### config.mk
export PLATFORM = sky130hd
export DESIGN_NAME = rlps_front
export DESIGN_NICKNAME = d
export VERILOG_FILES = /design/src/rtl/rlps_pkg.sv /design/src/rtl/rlps_front.sv
export SDC_FILE = /design/constraint.sdc
export NUM_CORES = 1
export LEC_CHECK = 0
export BUFFER_PORTS_ARGS = -buffer_cell sky130_fd_sc_hd__buf_2
export CORE_UTILIZATION = 33
export DETAILED_ROUTE_END_ITERATION = 10
export PLACE_DENSITY_LB_ADDON = 0.05
export SYNTH_ARGS = -nofsm -noshare
export SYNTH_HDL_FRONTEND = slang
export SYNTH_SLANG_ARGS = --single-unit
### constraint.sdc
create_clock -name vclk -period 2.7
set_clock_uncertainty 0.2 [all_clocks]
set_input_delay 0.405 -clock vclk [all_inputs]
set_output_delay 0.405 -clock vclk [all_outputs]
set_load 0.05 [all_outputs]
### src/rtl/rlps_pkg.sv
package rlps_pkg;

  localparam int MAX_LEDS_DEF = 256;

  localparam logic [1:0] MODE_WRITE = 2'd0;
  localparam logic [1:0] MODE_FILL  = 2'd1;
  localparam logic [1:0] MODE_START = 2'd2;
  localparam logic [1:0] MODE_TICK  = 2'd3;

  localparam logic [2:0] CFG_PERIOD   = 3'd0;
  localparam logic [2:0] CFG_ZERO_HI  = 3'd1;
  localparam logic [2:0] CFG_ONE_HI   = 3'd2;
  localparam logic [2:0] CFG_GAP      = 3'd3;
  localparam logic [2:0] CFG_LEDS     = 3'd4;

  typedef struct packed {
    logic [16:0] period_counts;
    logic [15:0] zero_high_counts;
    logic [15:0] one_high_counts;
    logic [15:0] gap_periods;
    logic [8:0]  leds_in_use;
  } cfg_t;

  typedef struct packed {
    logic [1:0]  mode;
    logic        idx_ok;
    logic [15:0] led_index;
    logic [7:0]  red;
    logic [7:0]  green;
    logic [7:0]  blue;
  } cmd_t;

  // LED count clamped to 1..max_leds
  function automatic logic [16:0] eff_leds(input logic [8:0] n, input logic [16:0] max_leds);
    logic [16:0] v;
    v = {8'd0, n};
    if (v == 17'd0) v = 17'd1;
    if (v > max_leds) v = max_leds;
    return v;
  endfunction

endpackage

### src/rtl/rlps_front.sv
module rlps_front (
  input  logic          in_tvalid,
  output logic          in_tready,
  input  logic [39:0]   in_tdata,
  input  logic [1:0]    in_tuser,
  input  logic [16:0]   leds_eff,
  input  logic          clearing,
  output logic          q_valid,
  input  logic          q_ready,
  output rlps_pkg::cmd_t q_data
);
  import rlps_pkg::*;

  assign in_tready = q_ready & ~clearing;
  assign q_valid   = in_tvalid & ~clearing;

  always_comb begin
    q_data.mode      = in_tuser;
    q_data.led_index = in_tdata[15:0];
    q_data.red       = in_tdata[23:16];
    q_data.green     = in_tdata[31:24];
    q_data.blue      = in_tdata[39:32];
    q_data.idx_ok    = ({1'b0, in_tdata[15:0]} < leds_eff);
  end

endmodule

Word level (Yosys, flattened, before mapping)
Index checks and enable logic that the tools add are counted.

Logic and storage cells: 4. Output and inout bits: 45. Bits of input ports: 62. Flip-flop bits (word level): 0.

Bitwise logic cells: 3. Magnitude comparators: 1.

Operator list (number): less-than comparator 16 x 17 -> 1 bit (1); bitwise AND 1 bit (2); inverter 1 bit (1).

Longest topological paths before layout
Word-level depth: 2. Gate-level depth with buffers: 7. Depth with buffers taken out: 7.

Worst setup path after synthesis
No wires, ideal clock.

Kind: input -> output. From: input leds_eff[12]. To: output q_data[40] (netlist bit). Path buffers: 0. Stages: 7. Data arrival time: 1771 ps. Required time: 2095 ps. Slack: 324 ps. Cells stage by stage: inv_1 -> ha_1 -> nand2_1 -> o21ai_1 -> a41oi_1 -> or4b_1 -> o22a_1.

RTL lines: start: declaration (RTL line rlps_front.sv:6) `input logic [16:0] leds_eff,`; end: declaration (RTL line rlps_front.sv:10) `output rlps_pkg::cmd_t q_data`.

==> results.toml <==
[worst_setup_path]
cp.required_ns = 2.10
cp_max_fo = 3
end_kind = "primary output"
worst_setup_path_start_kind = "input port"
crit_arrival_ns = 1.94
timing_worst_setup_path_type = "input port to primary output"

[routing]
via_per_inst = 4.241
totalWireLength_um = 1084
drc = 0
wl_per_cell_um = 7.912
drt_iter0_drc = 2
drt_first_pass_iters = 2
antenna_left = 0
vias = 581

[global_route]
overflow = 0
grt_pass1_wl_um = 1573
grt_antenna_before_repair = 0
first_global_vias = 432
grt_max_degree = 4
grt_util_all_layers = 0.08821

[layout]
final_area_sq_um = 695.7
final_util = 0.3510
multi_input_area_sq_um = 330.3
areaGrowthSynthToFinish_pct = -0.8913
nClkBuffers = 0
final_nets = 189
finalNonFillerCells = 137
layout_common_cells = "buf_2 (55), inv_1 (15), ha_1 (15), a21oi_1 (7), nand2_1 (4)"
diodes = 0
layout-drive-gt1-share = 0.5000
n_fill_cell = 220
layout_commonest_cell = "buf_2"
register_area_sq_um = 0
seq_cells = 0

[yosys]
synth_compound_area_frac = 0.1105
synth_seq_area_share = 0
yosysWarningCount = 0
synth-simple-area-share = 0.09269
synthCells = 97
synthAdderAreaFrac = 0.2674
synth_nets = 174
syn_area_sq_um = 701.9
avgSynthCellArea_sq_um = 7.236
synthXorXnorAreaFrac = 0
synth_top_family_by_area = "buffers and inverters"
synthMuxAreaShare = 0
ys_types = 18

[pwr]
power.total_mw = 0.1462
p_leak_nw = 0.4586
powerDensity_nw_per_um2 = 210.1
irDropWorstVdd_mv = 0.07364

[run]
cap_violations = 0

[floorplanning]
die-area_sq_um = 2316
core_area_sq_um = 1982
fp.dieH_um = 48.12
row_count = 16
initial_core_util = 0.3542
fp.dieW_um = 48.12
ioPinCount = 107

[timing]
max_slew_margin = 0.7858
setup_viol = 0
tns_ns = 0
final.min_clock_period_ns = 2.541
drv_slew = 0
hold_violations = 0
rsz0062_at_grt = "false"
max_freq_mhz = 393.6
finalCritPeriodShare = 0.9410
timing_worst_slew_pin_value_ns = 0.3183

[min_path]
hold_depth = 0
worstHoldPathType = "input port to primary output"
hold_path.startpoint = "in_tdata[21]"
hold_path_end = "q_data[21]"

[place]
dp_cells = 137
placed_cell_area_sq_um = 695.7
port_buffers = 55
gp_congestion = 0.6914
dp_hpwl_um = 1036

[clocking]
cts_resized = 0
post-cts-setup-buffers = 0
postCtsHoldBufs = 0

[outcome]
run_status = "finished, final reports clean"
-- final cells by class --
| cell class | count | share of cell area |
|---|---|---|
| inverters | 15 | 0.08094 |
| multi-input cells | 40 | 0.4748 |
| repair buffers | 55 | 0.3957 |
| well taps | 27 | 0.04856 |
-- how the worst max path moves through the flow --
stage	to	startpoint	cells after the start
after CTS	q_data[40]	in_tdata[10]	8
final	q_data[40]	in_tdata[12]	8
after global routing	q_data[40]	leds_eff[12]	9
after global placement	q_data[40]	in_tdata[10]	8
after detailed placement	q_data[40]	in_tdata[10]	8
after floorplan	q_data[40]	leds_eff[12]	7
-- per-layer routing --
| metal | GRT usage | wire, um | up-vias |
|---|---|---|---|
| li1 | - | - | 301 |
| met1 | 0.1099 | 442 | 223 |
| met2 | 0.1514 | 472 | 55 |
| met3 | 0.02963 | 162 | 2 |
| met4 | 0.01111 | 6 | 0 |
| met5 | 0 | 0 | - |
-- metrics by stage --
step | hold WS [ns] | worst slack [ns]
after CTS | 0.6103 | 0.1435
after floorplan | 0.7771 | 0.3237
final | 0.6100 | 0.1592
after global placement | 0.6103 | 0.1745
after global routing | 0.6101 | 0.04017
after detailed placement | 0.6103 | 0.1506
-- Yosys cell counts --
cell | count | area share
nand4_1 | 1 | 0.0089
a21o_1 | 1 | 0.011
o21ai_0 | 1 | 0.0071
or4b_1 | 1 | 0.014
nor2_1 | 1 | 0.0053
nand2b_1 | 1 | 0.0089
inv_1 | 15 | 0.080
a21oi_1 | 7 | 0.050
a41oi_1 | 1 | 0.012
nand3_1 | 1 | 0.0071
ha_1 | 15 | 0.27
buf_4 | 42 | 0.45
nor2b_1 | 2 | 0.018
nand2_1 | 4 | 0.021
nor4_1 | 1 | 0.0089
o22a_1 | 1 | 0.012
a211oi_1 | 1 | 0.011
o21ai_1 | 1 | 0.0071
-- cells by family (layout without fill, tap and decap cells) --
kind of cell	count (synthesis)	count (layout)
adder cells (fa/ha/maj)	15	15
buffers and inverters	57	70
AND/OR/NAND/NOR	12	12
AO/OA/AOI/OAI	13	13
-- worst max-delay path: stages --
cell and delay [ns]:
buf_2 0.10, ha_1 0.30, nand2_1 0.06, o21ai_1 0.16
a41oi_1 0.06, or4b_1 0.47, o22a_1 0.16, buf_2 0.21
-- report_power, final --
part | internal (mW) | total [mW] | switching, mW | leakage (nW)
Sequential | 0 | 0 | 0 | 0
Clock | 0 | 0 | 0 | 0
Combinational | 0.0522 | 0.146 | 0.0940 | 0.459
Power figures use the tool's default switching activity.
