===== src/rtl/rlps_pkg.sv =====
package rlps_pkg;

  localparam int MAX_LEDS_DEF = 256;

  localparam logic [1:0] MODE_WRITE = 2'd0;
  localparam logic [1:0] MODE_FILL  = 2'd1;
  localparam logic [1:0] MODE_START = 2'd2;
  localparam logic [1:0] MODE_TICK  = 2'd3;

  localparam logic [2:0] CFG_PERIOD   = 3'd0;
  localparam logic [2:0] CFG_ZERO_HI  = 3'd1;
  localparam logic [2:0] CFG_ONE_HI   = 3'd2;
  localparam logic [2:0] CFG_GAP      = 3'd3;
  localparam logic [2:0] CFG_LEDS     = 3'd4;

  typedef struct packed {
    logic [16:0] period_counts;
    logic [15:0] zero_high_counts;
    logic [15:0] one_high_counts;
    logic [15:0] gap_periods;
    logic [8:0]  leds_in_use;
  } cfg_t;

  typedef struct packed {
    logic [1:0]  mode;
    logic        idx_ok;
    logic [15:0] led_index;
    logic [7:0]  red;
    logic [7:0]  green;
    logic [7:0]  blue;
  } cmd_t;

  // LED count clamped to 1..max_leds
  function automatic logic [16:0] eff_leds(input logic [8:0] n, input logic [16:0] max_leds);
    logic [16:0] v;
    v = {8'd0, n};
    if (v == 17'd0) v = 17'd1;
    if (v > max_leds) v = max_leds;
    return v;
  endfunction

endpackage


===== src/rtl/rlps_queue.sv =====
module rlps_queue (
  input  logic           clk,
  input  logic           rst_n,
  input  logic           push_valid,
  output logic           push_ready,
  input  rlps_pkg::cmd_t push_data,
  output logic           pop_valid,
  input  logic           pop_ready,
  output rlps_pkg::cmd_t pop_data
);
  import rlps_pkg::*;

  cmd_t       slot_r [2];
  logic       wr_r, rd_r;
  logic [1:0] cnt_r;
  logic       push, pop;

  assign push_ready = (cnt_r != 2'd2);
  assign pop_valid  = (cnt_r != 2'd0);
  assign pop_data   = slot_r[rd_r];
  assign push = push_valid & push_ready;
  assign pop  = pop_valid & pop_ready;

  always_ff @(posedge clk) begin
    if (!rst_n) begin
      wr_r  <= 1'b0;
      rd_r  <= 1'b0;
      cnt_r <= 2'd0;
    end else begin
      if (push) wr_r <= ~wr_r;
      if (pop)  rd_r <= ~rd_r;
      cnt_r <= cnt_r + {1'b0, push} - {1'b0, pop};
    end
  end

  always_ff @(posedge clk) begin
    if (push) slot_r[wr_r] <= push_data;
  end

endmodule


===== config.mk =====
export PLATFORM = sky130hd
export DESIGN_NAME = rlps_queue
export DESIGN_NICKNAME = d
export VERILOG_FILES = /design/src/rtl/rlps_pkg.sv /design/src/rtl/rlps_queue.sv
export SDC_FILE = /design/constraint.sdc
export NUM_CORES = 1
export LEC_CHECK = 0
export BUFFER_PORTS_ARGS = -buffer_cell sky130_fd_sc_hd__buf_2
export CAP_MARGIN = 20
export CORE_MARGIN = 3
export CORE_UTILIZATION = 50
export CTS_CLUSTER_SIZE = 25
export DETAILED_ROUTE_END_ITERATION = 10
export HOLD_SLACK_MARGIN = 0.05
export PLACE_DENSITY = 0.72
export SYNTH_ARGS = -nofsm -noshare
export SYNTH_HDL_FRONTEND = slang
export SYNTH_SLANG_ARGS = --single-unit
export TNS_END_PERCENT = 10

===== constraint.sdc =====
create_clock -name clk -period 7.6 [get_ports clk]
set_clock_uncertainty 0.05 [all_clocks]
set_input_delay 0.76 -clock clk [delete_from_list [all_inputs] [get_ports clk]]
set_output_delay 0.76 -clock clk [all_outputs]
set_load 0.005 [all_outputs]

# Word level (Yosys, flattened, before mapping)
# Memory sizes are Yosys's and may differ from the RTL's. A register that Yosys moved wholly into a read port is not among the register bits.
# Cells that the tools add are included.
dict set report op_classes {
  eq_ne 1
  n_mul 0
  order_cmp 0
  shifts 0
  mux 4
  addsub 2
  bitwise 4
  div_mod_pow 0
  reduce_logical 1
}
# operator count
set ops {}
lappend ops {{$mux 1} 4}
lappend ops {{$add 2x1->2} 1}
lappend ops {{$and 1x1->1} 2}
lappend ops {{$ne 2x2->1 const B} 1}
lappend ops {{$not 1->1} 2}
lappend ops {{$reduce_bool 2->1} 1}
lappend ops {{$sub 2x1->2} 1}
dict set report totals {
  wordCells 16
  rom_bits 0
  input_bits 47
  n_memories 1
  ramBits 86
  register_bits 4
  latchBits 0
  out_inout_bits 45
}
# memory depth width read_ports rd_ports_with_merged_regs write_ports line
set mem_list {}
lappend mem_list {slot_r 2 43 1 1 1 rlps_queue.sv:13} ;# cmd_t slot_r [2];

# Longest topological paths before layout
dict set report depth {
  depth_word 4
  depth_mapped 8
  ltp_nobuf 8
}

# Worst setup path after synthesis
# Ideal clock, no wire load.
dict set report synth_timing {
  kind {input -> register}
  from {in push_valid}
  to {mem slot_r[0][0] (netlist bit) (enable)}
  required_ns 7.107
  setup_ns 0.443
  n_path_buf 0
  path_stages 2
  arrival_ns 2.663
  setup_slack_ns 4.444
  cell_sequence {nand2_1 nor2_1}
}
dict set report synth_between {
  elab_chain_len 3
}
# item line
set synth_rtl {}
lappend synth_rtl {{from (decl)} rlps_queue.sv:4} ;# input logic push_valid,
lappend synth_rtl {{$and 1x1->1} rlps_queue.sv:21} ;# assign push = push_valid & push_ready;
lappend synth_rtl {{$mux 1} rlps_queue.sv:37} ;# if (push) slot_r[wr_r] <= push_data;
lappend synth_rtl {{$mux 1 (not written as such)} rlps_queue.sv:37}
lappend synth_rtl {{to (decl)} rlps_queue.sv:13}
# Every way passes these cells.

==> impl_metrics.csv <==
group,metric,value,unit
route,wire_per_inst,15.1,um
synthesis,synth_top_area_share,0.729,
global_routing,grt_pass1_wl,8650,um
power,leakage,1.66,nW
setup_path,max_stage_delay,0.59,ns
power,peakVddDrop,0.000183,V
route,drc_errors,0,
floorplanning,row_count,30,
sta,setup_ws,4.87,ns
synthesis,synth_simple_gate_area_frac,0.0173,
route,drt_iter0_markers,47,
sta,rsz0062_at_grt,"false",
floorplanning,initial_core_util,0.519,
route,routed_via_density,4.68,
floorplanning,coreArea,6830,sq um
setup_path,worstSetupEndpointType,"primary output",
floorplanning,fp.dieW,90.2,um
layout,final_cell_mix,"91 x buf_2, 86 x edfxtp_1, 40 x mux2_4",
synthesis,synthesis.area,3540,sq um
layout,multi_input_area,774,sq um
placed_design,globalplace.congestion,0.685,
hold_path,min_path_type,"flip-flop to flip-flop",
synthesis,muxShareOfSynthArea,0.182,
global_routing,grt_usage,0.140,
floorplanning,die_h,90.2,um
hold_path,hold-path-cell-count,2,
synthesis,yosysTopAreaCell,"edfxtp_1",
placed_design,io_buffers,91,
setup_path,worst-path-buf-inv,2,
sta,setup_violations,0,
layout,n_fill_cell,539,
layout,layout-drive-gt1-share,0.576,
power,p_int,0.000970,W
synthesis,synthTopCellsByArea,"edfxtp_1 73%, mux2_4 17%, dfxtp_1 2.8%",
synthesis,synth_xor_area_frac,0.00742,
synthesis,synth.distinct_cells,18,
sta,final.period_utilization,0.360,
sta,slew_viol_final,0,
power,clkPwrFrac,0.229,
clock_tree,cts_sinks,91,
sta,worstMarginPinSlew,1.00,ns
job,drv_cap,0,
power,power,0.00128,W
setup_path,cpLargestDelayFamily,"buffers and inverters",
synthesis,ys_warn_count,0,
synthesis,synth-seq-cells,91,
layout,finalNetCount,306,
layout,seq_area,2680,sq um
sta,hold_viol,0,
clock_tree,ctsResizeCount,0,
route,routed_wl,5410,um
synthesis,syn-num-nets,207,
clock_tree,htree_levels,3,
setup_path,critical_path_class,"flip-flop to primary output",
clock_tree,root_buffer,"clkbuf_8",
clock_tree,post-cts-setup-buffers,0,
global_routing,gr-total-overflow,0,
setup_path,required,6.79,ns
power,power.density,304,nW/um^2
route,drtPass1Iterations,3,
floorplanning,io_pins,92,
placed_design,place_ws,5.22,ns
sta,max_freq,366,MHz
clock_tree,cts_tree,"yes",
setup_path,cp.depth,3,
placed_design,dp_hpwl,3710,um
synthesis,synth_compound_area_frac,0.00247,
synthesis,synth_adder_area_share,0.00706,
clock_tree,clk_latency,0.33,ns
power,pwr-share-comb,0.261,
layout,area_delta_synth_final,19.4,%
synthesis,ys_seq_area_frac,0.757,
sta,maxSlewHeadroom,0.332,
floorplanning,dieArea,8130,sq um
layout,n_antenna_cell,0,
clock_tree,cts_buffer_depth,2,
setup_path,path_cells,"buf_4 > mux2_2 > buf_2",
setup_path,worstPathArrival,1.92,ns
route,vias,1677,
synthesis,netlist_instances,158,
global_routing,grt_max_degree,44,
outcome,status,"finished, final reports clean",
clock_tree,path_clk_slew,0.08,ns
power,p_switching,0.000314,W
sta,fin_tns_setup,0,ns
power,p_seq_frac,0.510,
sta,min_period,2.73,ns
clock_tree,cts_made_buffers,9,
setup_path,reg2reg_depth,4,
synthesis,syn_avg_cell_area,22.4,sq um
setup_path,critPathMaxFanout,37,
setup_path,slowest_stage,"buf_4",
route,drtAntennaViolNets,0,
clock_tree,cts_hold_buf,0,
synthesis,synth_top_family_by_area,"multiplexers",
global_routing,antenna_found_initial,0,
layout,layout_commonest_cell,"buf_2",
power,p_sw_frac,0.244,
setup_path,startpoint_type,"flip-flop",
global_routing,grt_pass1_vias,1777,
-- layout make-up --
class	instances	area share
clock buffers	12	0.0320
clock inverters	4	0.00976
inverters	1	0.000888
multi-input cells	61	0.183
flip-flops and latches	91	0.635
well taps	96	0.0284
repair buffers	93	0.111
-- Yosys cell counts (all sizes together) --
| master | number |
|---|---|
| and2 | 2 |
| and3 | 1 |
| buf | 5 |
| dfxtp | 5 |
| edfxtp | 86 |
| ha | 2 |
| inv | 1 |
| mux2 | 43 |
| mux2i | 1 |
| nand2 | 2 |
| nand2b | 2 |
| nor2 | 1 |
| nor2b | 2 |
| o21a | 1 |
| or2 | 1 |
| xnor2 | 3 |
-- layer usage --
layer | track usage | wire, um | vias up
met5 | 0 | 0 | -
met4 | 0.0536 | 84 | 0
met3 | 0.0477 | 264 | 5
met2 | 0.235 | 2800 | 52
met1 | 0.167 | 2270 | 812
li1 | - | - | 808
-- power groups by stage --
stage          sequential (W)  clock, W  combinational, W
2_1_floorplan        0.000659         0          0.000259
3_3_place_gp         0.000664         0          0.000339
3_5_place_dp         0.000668         0          0.000342
4_1_cts              0.000657  0.000304          0.000343
5_1_grt              0.000664  0.000328          0.000362
6_report             0.000656  0.000294          0.000335
-- final timing paths --
path,start,to,slack [ns]
worst min-delay path,wr_r,wr_r,0.47
worst max register to register,cnt_r[0],slot_r[0][35],5.67
worst max-delay path,flip-flop,pop_data[0],4.87
worst min register to register,wr_r,wr_r,0.47
-- cells by family after synthesis --
| kind of cell | count (synthesis) |
|---|---|
| compound gates | 1 |
| fa+ha+maj | 2 |
| simple gates | 11 |
| buf+inv | 6 |
| mux | 44 |
| flops | 91 |
| xor+xnor | 3 |
-- state kept, by name (all words and copies together), names as in the netlist, named ones only --
register,count
slot_r,86
cnt_r,2
rd_r,1
wr_r,1
-- metrics by stage --
stage,cells,utilization,cell area [sq um],hold WS [ns]
floorplan,158,-,3540,0.405
global placement,342,0.593,4050,0.450
detailed placement,342,0.593,4050,0.468
global route,358,0.619,4230,0.501
CTS,358,0.619,4230,0.476
finish,358,0.619,4230,0.470
-- worst register-to-register path, stage by stage, from the launching register on --
cell and delay [ns]:
dfxtp_1 0.36, nand2b_1 0.14, nand2_1 0.14, nor2_4 0.45, buf_4 0.44
(Power assumes the default switching activity.)
